<file path="src/rtl/cpf_pkg.sv">
// Shared types, constants and CRC32C helpers for the CRC32C packet framer.
// Depends on nothing; the input stage, emitter and top refer to it by scoped names.
package cpf_pkg;

	// Input word operation codes.
	localparam logic OP_START = 1'b0;
	localparam logic OP_DATA  = 1'b1;

	// Castagnoli CRC, reflected form.
	localparam logic [31:0] CRC_POLY = 32'h82F6_3B78;
	localparam logic [31:0] CRC_INIT = 32'hFFFF_FFFF;

	// Byte positions within one emitted run. Positions 0 to 11 carry the ID and
	// length, 12 to 15 the header CRC, and 16 to 19 the trailer.
	localparam int POS_W = 5;
	localparam logic [POS_W-1:0] POS_FIRST_FIELD = 5'd1;
	localparam logic [POS_W-1:0] POS_LAST_FIELD  = 5'd11;
	localparam logic [POS_W-1:0] POS_LAST_HCRC   = 5'd15;
	localparam logic [POS_W-1:0] POS_FIRST_TRL   = 5'd16;
	localparam logic [POS_W-1:0] POS_LAST_TRL    = 5'd19;

	// Index of the highest header field byte, counted from the least significant end.
	localparam logic [3:0] FIELD_TOP_IDX = 4'd11;

	// One accepted input word, as held in the input stage.
	typedef struct packed {
		logic        operation;
		logic [63:0] packet_id;
		logic [31:0] length;
		logic [7:0]  data_byte;
	} item_t;

	// Fold one byte into a running CRC32C register.
	function automatic logic [31:0] crc_feed(input logic [31:0] crc, input logic [7:0] b);
		logic [31:0] c;
		c = crc ^ {24'h0, b};
		for (int k = 0; k < 8; k++) begin
			c = c[0] ? ((c >> 1) ^ CRC_POLY) : (c >> 1);
		end
		return c;
	endfunction

	// Byte idx of a CRC word: big-endian when order is 0, little-endian when 1.
	function automatic logic [7:0] crc_byte(input logic [31:0] word, input logic [1:0] idx,
		input logic order);
		logic [1:0] sel;
		sel = order ? idx : (2'd3 - idx);
		return word[{sel, 3'b000} +: 8];
	endfunction

endpackage

</file>
<file path="src/rtl/cpf_in_if.sv">
// Input channel of the CRC32C packet framer: valid/ready handshake and payload.
// Depends on nothing.
interface cpf_in_if;
	logic        valid;
	logic        ready;
	logic        operation;
	logic [63:0] packet_id;
	logic [31:0] length;
	logic [7:0]  data_byte;

	modport source(output valid, operation, packet_id, length, data_byte, input ready);
	modport sink(input valid, operation, packet_id, length, data_byte, output ready);
endinterface

</file>
<file path="src/rtl/cpf_out_if.sv">
// Output channel of the CRC32C packet framer: valid/ready handshake and payload.
// Depends on nothing.
interface cpf_out_if;
	logic       valid;
	logic       ready;
	logic [7:0] out_byte;
	logic       packet_end;
	logic       run_end;

	modport source(output valid, out_byte, packet_end, run_end, input ready);
	modport sink(input valid, out_byte, packet_end, run_end, output ready);
endinterface

</file>
<file path="src/rtl/cpf_in_stage.sv">
// Input register of the framer: holds one accepted word until the emitter takes it.
// Depends on cpf_pkg and cpf_in_if.
module cpf_in_stage (
	input  logic            clk,
	input  logic            arst_n,
	cpf_in_if.sink          in_ch,
	output cpf_pkg::item_t  item,
	output logic            item_valid,
	input  logic            item_take
);

	logic           valid_s1;
	cpf_pkg::item_t item_s1;
	logic           accept;

	// The register frees up in the same cycle the emitter takes its word.
	assign in_ch.ready = !valid_s1 || item_take;
	assign accept      = in_ch.valid && in_ch.ready;

	always_ff @(posedge clk or negedge arst_n) begin
		if (!arst_n) begin
			valid_s1 <= 1'b0;
		end else if (accept) begin
			valid_s1 <= 1'b1;
		end else if (item_take) begin
			valid_s1 <= 1'b0;
		end
	end

	always_ff @(posedge clk) begin
		if (accept) begin
			item_s1.operation <= in_ch.operation;
			item_s1.packet_id <= in_ch.packet_id;
			item_s1.length    <= in_ch.length;
			item_s1.data_byte <= in_ch.data_byte;
		end
	end

	assign item       = item_s1;
	assign item_valid = valid_s1;

endmodule

</file>
<file path="src/rtl/cpf_emitter.sv">
// Byte emitter of the framer: header, data and trailer sequencing, CRC state and
// the output register. Depends on cpf_pkg and cpf_out_if.
module cpf_emitter (
	input  logic            clk,
	input  logic            arst_n,
	input  logic            crc_order,
	input  cpf_pkg::item_t  item,
	input  logic            item_valid,
	output logic            item_take,
	cpf_out_if.source       out_ch
);

	// Sequencer and packet state.
	logic                      busy_q, busy_n;
	logic [cpf_pkg::POS_W-1:0] pos_q, pos_n;
	logic [31:0]               hcrc_q, hcrc_n;
	logic [31:0]               dcrc_q, dcrc_n;
	logic [31:0]               left_q, left_n;
	logic                      open_q, open_n;
	logic [63:0]               id_q, id_n;
	logic [31:0]               len_q, len_n;

	// Output register.
	logic       ovalid_q;
	logic [7:0] obyte_q;
	logic       opend_q;
	logic       orun_q;

	logic        adv;
	logic        emit;
	logic [7:0]  e_byte;
	logic        e_pend;
	logic        e_run;
	logic [95:0] hdr_word;
	logic [3:0]  hidx;
	logic [7:0]  hdr_sel;
	logic [31:0] hcrc_step;
	logic [31:0] trl_word;

	assign adv       = !ovalid_q || out_ch.ready;
	assign item_take = item_valid && !busy_q && adv;

	assign hdr_word  = {id_q, len_q};
	assign hidx      = cpf_pkg::FIELD_TOP_IDX - pos_q[3:0];
	assign hdr_sel   = hdr_word[{hidx, 3'b000} +: 8];
	assign hcrc_step = cpf_pkg::crc_feed(hcrc_q, hdr_sel);
	assign trl_word  = ~dcrc_q ^ hcrc_q;

	always_comb begin
		emit   = 1'b0;
		e_byte = 8'h00;
		e_pend = 1'b0;
		e_run  = 1'b0;
		busy_n = busy_q;
		pos_n  = pos_q;
		hcrc_n = hcrc_q;
		dcrc_n = dcrc_q;
		left_n = left_q;
		open_n = open_q;
		id_n   = id_q;
		len_n  = len_q;
		if (busy_q && adv) begin
			emit = 1'b1;
			priority if (pos_q <= cpf_pkg::POS_LAST_FIELD) begin
				// ID and length bytes; the header CRC runs along with them.
				e_byte = hdr_sel;
				hcrc_n = (pos_q == cpf_pkg::POS_LAST_FIELD) ? ~hcrc_step : hcrc_step;
				pos_n  = pos_q + 5'd1;
			end else if (pos_q <= cpf_pkg::POS_LAST_HCRC) begin
				e_byte = cpf_pkg::crc_byte(hcrc_q, pos_q[1:0], crc_order);
				if (pos_q == cpf_pkg::POS_LAST_HCRC) begin
					if (len_q == 32'd0) begin
						pos_n = cpf_pkg::POS_FIRST_TRL;
					end else begin
						e_run  = 1'b1;
						busy_n = 1'b0;
					end
				end else begin
					pos_n = pos_q + 5'd1;
				end
			end else begin
				e_byte = cpf_pkg::crc_byte(trl_word, pos_q[1:0], crc_order);
				if (pos_q == cpf_pkg::POS_LAST_TRL) begin
					e_pend = 1'b1;
					e_run  = 1'b1;
					busy_n = 1'b0;
					open_n = 1'b0;
					left_n = 32'd0;
					dcrc_n = cpf_pkg::CRC_INIT;
				end else begin
					pos_n = pos_q + 5'd1;
				end
			end
		end else if (item_take) begin
			if (item.operation == cpf_pkg::OP_START) begin
				// A start opens a new packet, dropping any open one.
				emit   = 1'b1;
				e_byte = item.packet_id[63:56];
				id_n   = item.packet_id;
				len_n  = item.length;
				hcrc_n = cpf_pkg::crc_feed(cpf_pkg::CRC_INIT, item.packet_id[63:56]);
				dcrc_n = cpf_pkg::CRC_INIT;
				left_n = item.length;
				open_n = (item.length != 32'd0);
				busy_n = 1'b1;
				pos_n  = cpf_pkg::POS_FIRST_FIELD;
			end else if (open_q) begin
				emit   = 1'b1;
				e_byte = item.data_byte;
				dcrc_n = cpf_pkg::crc_feed(dcrc_q, item.data_byte);
				left_n = left_q - 32'd1;
				if (left_q == 32'd1) begin
					busy_n = 1'b1;
					pos_n  = cpf_pkg::POS_FIRST_TRL;
				end else begin
					e_run = 1'b1;
				end
			end
			// A data word with no packet open is consumed and gives nothing.
		end
	end

	always_ff @(posedge clk or negedge arst_n) begin
		if (!arst_n) begin
			busy_q   <= 1'b0;
			pos_q    <= '0;
			hcrc_q   <= 32'h0;
			dcrc_q   <= cpf_pkg::CRC_INIT;
			left_q   <= 32'd0;
			open_q   <= 1'b0;
			ovalid_q <= 1'b0;
		end else begin
			busy_q <= busy_n;
			pos_q  <= pos_n;
			hcrc_q <= hcrc_n;
			dcrc_q <= dcrc_n;
			left_q <= left_n;
			open_q <= open_n;
			if (adv) begin
				ovalid_q <= emit;
			end
		end
	end

	always_ff @(posedge clk) begin
		id_q  <= id_n;
		len_q <= len_n;
		if (adv && emit) begin
			obyte_q <= e_byte;
			opend_q <= e_pend;
			orun_q  <= e_run;
		end
	end

	assign out_ch.valid      = ovalid_q;
	assign out_ch.out_byte   = obyte_q;
	assign out_ch.packet_end = opend_q;
	assign out_ch.run_end    = orun_q;

endmodule

</file>
<file path="src/rtl/crc32c_packet_framer.sv">
// Top level of the CRC32C packet framer: input register, byte emitter and the
// byte order register. Depends on cpf_pkg, cpf_in_if, cpf_out_if and the submodules.
//
//   channel   direction  handshake      carries
//   in_ch     in         valid/ready    operation, packet_id, length, data_byte
//   out_ch    out        valid/ready    out_byte, packet_end, run_end
//   cfg       in         cfg_we         cfg_wdata (CRC byte order)
//
// The framer puts out one byte per cycle. A data word gives one byte, or five when it
// closes its packet; a start word gives 16 bytes, or 20 for a zero-length packet. The
// rate is set by the single byte-wide output register and the emitter behind it.
// The input register takes the next word while the emitter still drains the current
// one, so a stream of data words moves at one word per cycle. A stall on out_ch holds
// the output register and, once the input register is full, backs up into in_ch.
// Reset clears the handshake, sequencer and CRC state; no packet is open after reset.
module crc32c_packet_framer (
	input  logic       clk,
	input  logic       arst_n,
	cpf_in_if.sink     in_ch,
	cpf_out_if.source  out_ch,
	input  logic       cfg_we,
	input  logic       cfg_wdata
);

	cpf_pkg::item_t item;
	logic           item_valid;
	logic           item_take;
	logic           order_q;

	// CRC byte order: 0 sends CRC words big-endian, 1 little-endian.
	always_ff @(posedge clk or negedge arst_n) begin
		if (!arst_n) begin
			order_q <= 1'b0;
		end else if (cfg_we) begin
			order_q <= cfg_wdata;
		end
	end

	// Input register: parts the input handshake from the emitter.
	cpf_in_stage u_in_stage (
		.clk        (clk),
		.arst_n     (arst_n),
		.in_ch      (in_ch),
		.item       (item),
		.item_valid (item_valid),
		.item_take  (item_take)
	);

	// Emitter: header, data and trailer bytes, CRC state and output register.
	cpf_emitter u_emitter (
		.clk        (clk),
		.arst_n     (arst_n),
		.crc_order  (order_q),
		.item       (item),
		.item_valid (item_valid),
		.item_take  (item_take),
		.out_ch     (out_ch)
	);

endmodule
</file>
<file path="src/flat_wrapper.sv">
// flat-port wrapper written by rule: the top's interface ports become plain ports
module crc32c_packet_framer_flat 
  (clk, arst_n, cfg_we, cfg_wdata, in_ch_valid, in_ch_operation, in_ch_packet_id, in_ch_length, in_ch_data_byte, in_ch_ready, out_ch_valid, out_ch_out_byte, out_ch_packet_end, out_ch_run_end, out_ch_ready);
  cpf_in_if in_ch_i ();
  cpf_out_if out_ch_i ();
  input  logic clk;
  input  logic arst_n;
  input  logic cfg_we;
  input  logic cfg_wdata;
  input wire logic [$bits(in_ch_i.valid)-1:0] in_ch_valid;
  input wire logic [$bits(in_ch_i.operation)-1:0] in_ch_operation;
  input wire logic [$bits(in_ch_i.packet_id)-1:0] in_ch_packet_id;
  input wire logic [$bits(in_ch_i.length)-1:0] in_ch_length;
  input wire logic [$bits(in_ch_i.data_byte)-1:0] in_ch_data_byte;
  output wire logic [$bits(in_ch_i.ready)-1:0] in_ch_ready;
  output wire logic [$bits(out_ch_i.valid)-1:0] out_ch_valid;
  output wire logic [$bits(out_ch_i.out_byte)-1:0] out_ch_out_byte;
  output wire logic [$bits(out_ch_i.packet_end)-1:0] out_ch_packet_end;
  output wire logic [$bits(out_ch_i.run_end)-1:0] out_ch_run_end;
  input wire logic [$bits(out_ch_i.ready)-1:0] out_ch_ready;
  assign in_ch_i.valid = in_ch_valid;
  assign in_ch_i.operation = in_ch_operation;
  assign in_ch_i.packet_id = in_ch_packet_id;
  assign in_ch_i.length = in_ch_length;
  assign in_ch_i.data_byte = in_ch_data_byte;
  assign in_ch_ready = in_ch_i.ready;
  assign out_ch_valid = out_ch_i.valid;
  assign out_ch_out_byte = out_ch_i.out_byte;
  assign out_ch_packet_end = out_ch_i.packet_end;
  assign out_ch_run_end = out_ch_i.run_end;
  assign out_ch_i.ready = out_ch_ready;
  crc32c_packet_framer u_core (.clk(clk), .arst_n(arst_n), .in_ch(in_ch_i), .out_ch(out_ch_i), .cfg_we(cfg_we), .cfg_wdata(cfg_wdata));
endmodule
</file>
<file path="config.mk">
export PLATFORM = sky130hd
export DESIGN_NAME = crc32c_packet_framer_flat
export DESIGN_NICKNAME = d
export VERILOG_FILES = /design/src/rtl/cpf_pkg.sv /design/src/rtl/cpf_in_if.sv /design/src/rtl/cpf_out_if.sv /design/src/rtl/cpf_in_stage.sv /design/src/rtl/cpf_emitter.sv /design/src/rtl/crc32c_packet_framer.sv /design/src/flat_wrapper.sv
export SDC_FILE = /design/constraint.sdc
export NUM_CORES = 1
export LEC_CHECK = 0
export BUFFER_PORTS_ARGS = -buffer_cell sky130_fd_sc_hd__buf_2
export CAP_MARGIN = 5
export CORE_ASPECT_RATIO = 1.1
export CORE_MARGIN = 10
export CORE_UTILIZATION = 61
export DETAILED_ROUTE_END_ITERATION = 7
export GPL_TIMING_DRIVEN = 1
export MAX_ROUTING_LAYER = met4
export PLACE_DENSITY = 0.9
export REMOVE_ABC_BUFFERS = 1
export SETUP_SLACK_MARGIN = 0.05
export SLEW_MARGIN = 20
export SYNTH_ARGS = -nofsm -noshare
export SYNTH_HDL_FRONTEND = slang
export SYNTH_HIERARCHICAL = 1
export SYNTH_SLANG_ARGS = --single-unit
</file>
<file path="constraint.sdc">
create_clock -name clk -period 8 [get_ports clk]
set_clock_uncertainty 0.15 [all_clocks]
set_input_delay 0.4 -clock clk [delete_from_list [all_inputs] [get_ports clk]]
set_output_delay 0.4 -clock clk [all_outputs]
set_load 0.02 [all_outputs]
</file>
==> results.md <==
- Vias in the first global route: between 10k and 15k
- Floorplan row count: 61
- Syn_area_per_cell: 12.73 sq um
- Routed Antenna Nets: 0
- VDD IR max: 461.2 uV
- Root Buffer: clkbuf_16
- Max-Slew Margin vs Limit: 0.2997
- Via count: 11.22k
- Cells after Synth: around 1.2k
- DRT iter0 DRCs: 1331
- Max Freq: between 0.2 and 0.25 GHz
- Most frequent cells in the layout: edfxtp_1 (211), xnor2_1 (198), nor2_1 (143), buf_2 (121), dlygate4sd3_1 (109)
- Reg2Reg Depth: 10
- CP startpoint: u_core/u_emitter/pos_q[2]
- R2r setup slk: 3760 ps
- Syn Std Cell Area: ~16000 sq um
- Leak: ~0.0070 uW
- Drt wl/cell: 24.02 um
- Crit path kind: reg -> reg
- CP arrival: 4470 ps
- Outcome: completed
- Total CTS buffers: 35
- Crit path required time: 8230 ps
- Post-layout minimum cycle time: ~4200 ps
- Die area: 32670 sq um
- Critical Path Sink Type: flip-flop
- Antenna violations before repair: 0
- Ys flop type: edfxtp_1
- Pin count of the biggest net entering global routing: just over 90
- CTS Buffer Depth: 3
- Postcts setup bufs: 0
- Yosys warns: 6
- Final instance area: ~19000 sq um
- Placed cell area: 16610 sq um
- IO Pins: between 100 and 150
- Core Util, Final: 0.7443
- Clk Latency, worst-skew pair: around 540 ps
- Fillers: roughly 1.6k
- Commonest non-fill, non-tap cell in the layout: edfxtp_1
- Cell taking the most area after synthesis: edfxtp_1
- GRT overflow: 0
- PwrDens: around 490 nW/um^2
- Top cells by area, synth: edfxtp_1 (40%), dfrtp_1 (12%), xnor2_1 (11%)
- First-pass GRT wire length: just under 70000 um
- Final hold slack: around 110 ps
- Ys async rst share: 0.3344
- Post-route DRC: 0
- Slew of the pin with the lowest slew margin: approximately 1100 ps
- Final setup fails: 0
- Fin. max-slew vios: 0
- Critical R2R Launch: u_core/u_emitter/pos_q[2]
- Slowest cell on crit path: dfrtp_1
- Layout area overhead: 19.68%
- Setup TNS Final: 0 ps
- Fin crit share: 0.5298
- CP Launch Type: flip-flop
- RSZ-0062 raised after global routing: no
- Initial Util: 0.6219
- Post-synth top area share: 0.4021
- CTS tree: done
- Cell Chain, Critical Path: inv_1 > ha_1 > mux4_2 > o21ai_2 > xor2_2 > xnor2_2 > xor3_2 > xnor2_1 > o21ai_0 > nand2_1
- DIE HEIGHT: approximately 190 um
- Crit-path max FO: 20
- Post-synth EDFFs: 211
- Hold Crit Class: in -> reg
- Hold Fails Final Rpt: 0
- Layout cells sized above 1: 0.1961
- Worst Hold Depth: 3
- Final WL: 43970 um
- Htree depth: 2
- CP peak stage delay: roughly 750 ps
- TritonCTS Sinks: ~320
- R2R Path End: u_core/u_emitter/hcrc_q[5]
- Total GRT Usage: 0.2725
- Routability cong.: between 0.9 and 1
- NumNets Final: about 1.6k
- Vias per cell: between 6 and 7
- Total power: 9330 uW
- Dpl hpwl: between 20000 and 30000 um
- IO Port Bufs: ~120
- Sequential share of the synthesized area: 0.5729
- CORE AREA: between 20000 and 30000 sq um
- Max Cap Viol: 0
- First-pass DRT Iterations: 7
- CP Capture Point: u_core/u_emitter/hcrc_q[5]
- Worst-path clk slew: approximately 70 ps
- Synth unique cells: 66
- #FFs+latches synth: roughly 320
- Die X: roughly 170 um
power breakdown:
part,switching [uW],leakage (uW),internal (uW)
clock,680,0.000548,936
combinational,2770,0.00323,2600
sequential,316,0.00320,2030
total,3770,0.00697,5560
final cells by class:
cell class              count  area [sq um]  area share
flip-flops and latches    317          9030      0.4788
multi-input cells         848          6395      0.3391
repair buffers            244          1809     0.09593
clock buffers              39         922.1     0.04889
well taps                 346         432.9     0.02295
clock inverters            24         224.0     0.01187
inverters                  12         45.04    0.002388
diodes                      1         2.502   0.0001327
timing repair:
action / 4_1_cts / 5_1_grt
hold buffers: 109 / 0
resized for setup: 0 / 0
endpoints found under the hold margin: 133 / 0
through the flow:
| stage | std cells | setup slack [ps] |
|---|---|---|
| 6_report | 1831 | 3761 |
| 5_1_grt | 1830 | 3528 |
| 4_1_cts | 1830 | 3829 |
| 3_5_place_dp | 1658 | 3908 |
| 3_3_place_gp | 1658 | 4031 |
| 2_1_floorplan | 1177 | 1507 |
cells in the mapped netlist, drive strengths merged (9+ instances only):
library cell	instances
edfxtp	211
xnor2	207
nor2	145
a21oi	93
dfrtp	74
xor2	71
o21ai	59
nand2	56
clkbuf	48
dfstp	32
a22o	28
mux4	27
nor4	20
a31oi	13
buf	13
nor3	13
inv	12
mux2	12
nor2b	11
nand3	9
flip-flops by register name, summed over array words and instances (netlist names):
signal and flops:
u_core/u_emitter/dcrc_q 32, u_core/u_emitter/busy_q 1, u_core/u_emitter/out_ch.out_byte 8, u_core/u_emitter/open_q 1, u_core/u_emitter/id_q 64, u_core/u_emitter/pos_q 5
u_core/order_q 1, u_core/u_emitter/hcrc_q 32, u_core/u_emitter/out_ch.valid 1, u_core/u_emitter/out_ch.run_end 1, u_core/u_emitter/left_q 32, u_core/u_emitter/len_q 32
u_core/u_emitter/out_ch.packet_end 1, u_core/u_in_stage/item_valid 1, u_core/u_in_stage/item 105
layer usage:
metal	up-vias	global-route usage	routed length (um)
met4	0	0.1118	1982
li1	4873	-	-
met5	-	-	0
met3	168	0.04259	3286
met2	734	0.4685	22850
met1	5444	0.3153	15850
logic make-up (layout without fill, tap and decap cells):
group | after synthesis | count (layout) | share of synthesized area
AO/OA/AOI/OAI | 226 | 226 | 0.08742
XOR/XNOR | 283 | 283 | 0.1762
adder cells (fa/ha/maj) | 7 | 7 | 0.005558
buffers and inverters | 73 | 319 | 0.02231
flip-flops | 317 | 317 | 0.5729
multiplexers | 47 | 47 | 0.05439
other | 0 | 1 | 0
AND/OR/NAND/NOR | 285 | 285 | 0.08122
how the worst min path moves through the flow:
stage                  from                       endpoint  slack [ps]
6_report       out_ch_ready  u_core/u_emitter/out_ch.valid         110
5_1_grt        out_ch_ready  u_core/u_emitter/out_ch.valid         150
4_1_cts        out_ch_ready  u_core/u_emitter/out_ch.valid         100
3_5_place_dp         arst_n     u_core/u_emitter/hcrc_q[3]         200
3_3_place_gp         arst_n     u_core/u_emitter/hcrc_q[3]         200
2_1_floorplan        arst_n                 u_core/order_q         -50
critical path, delay by kind of cell (launching register included):
family                     cells  cell delay, ps
muxes                          1             420
adders and majority gates      1             670
xor gates and xnor gates       4            1270
buffers and inverters          1             190
DFF                            1             750
AOI/OAI and AO/OA              2             540
and+or+nand+nor                1              90
Power figures use the tool's default switching activity.
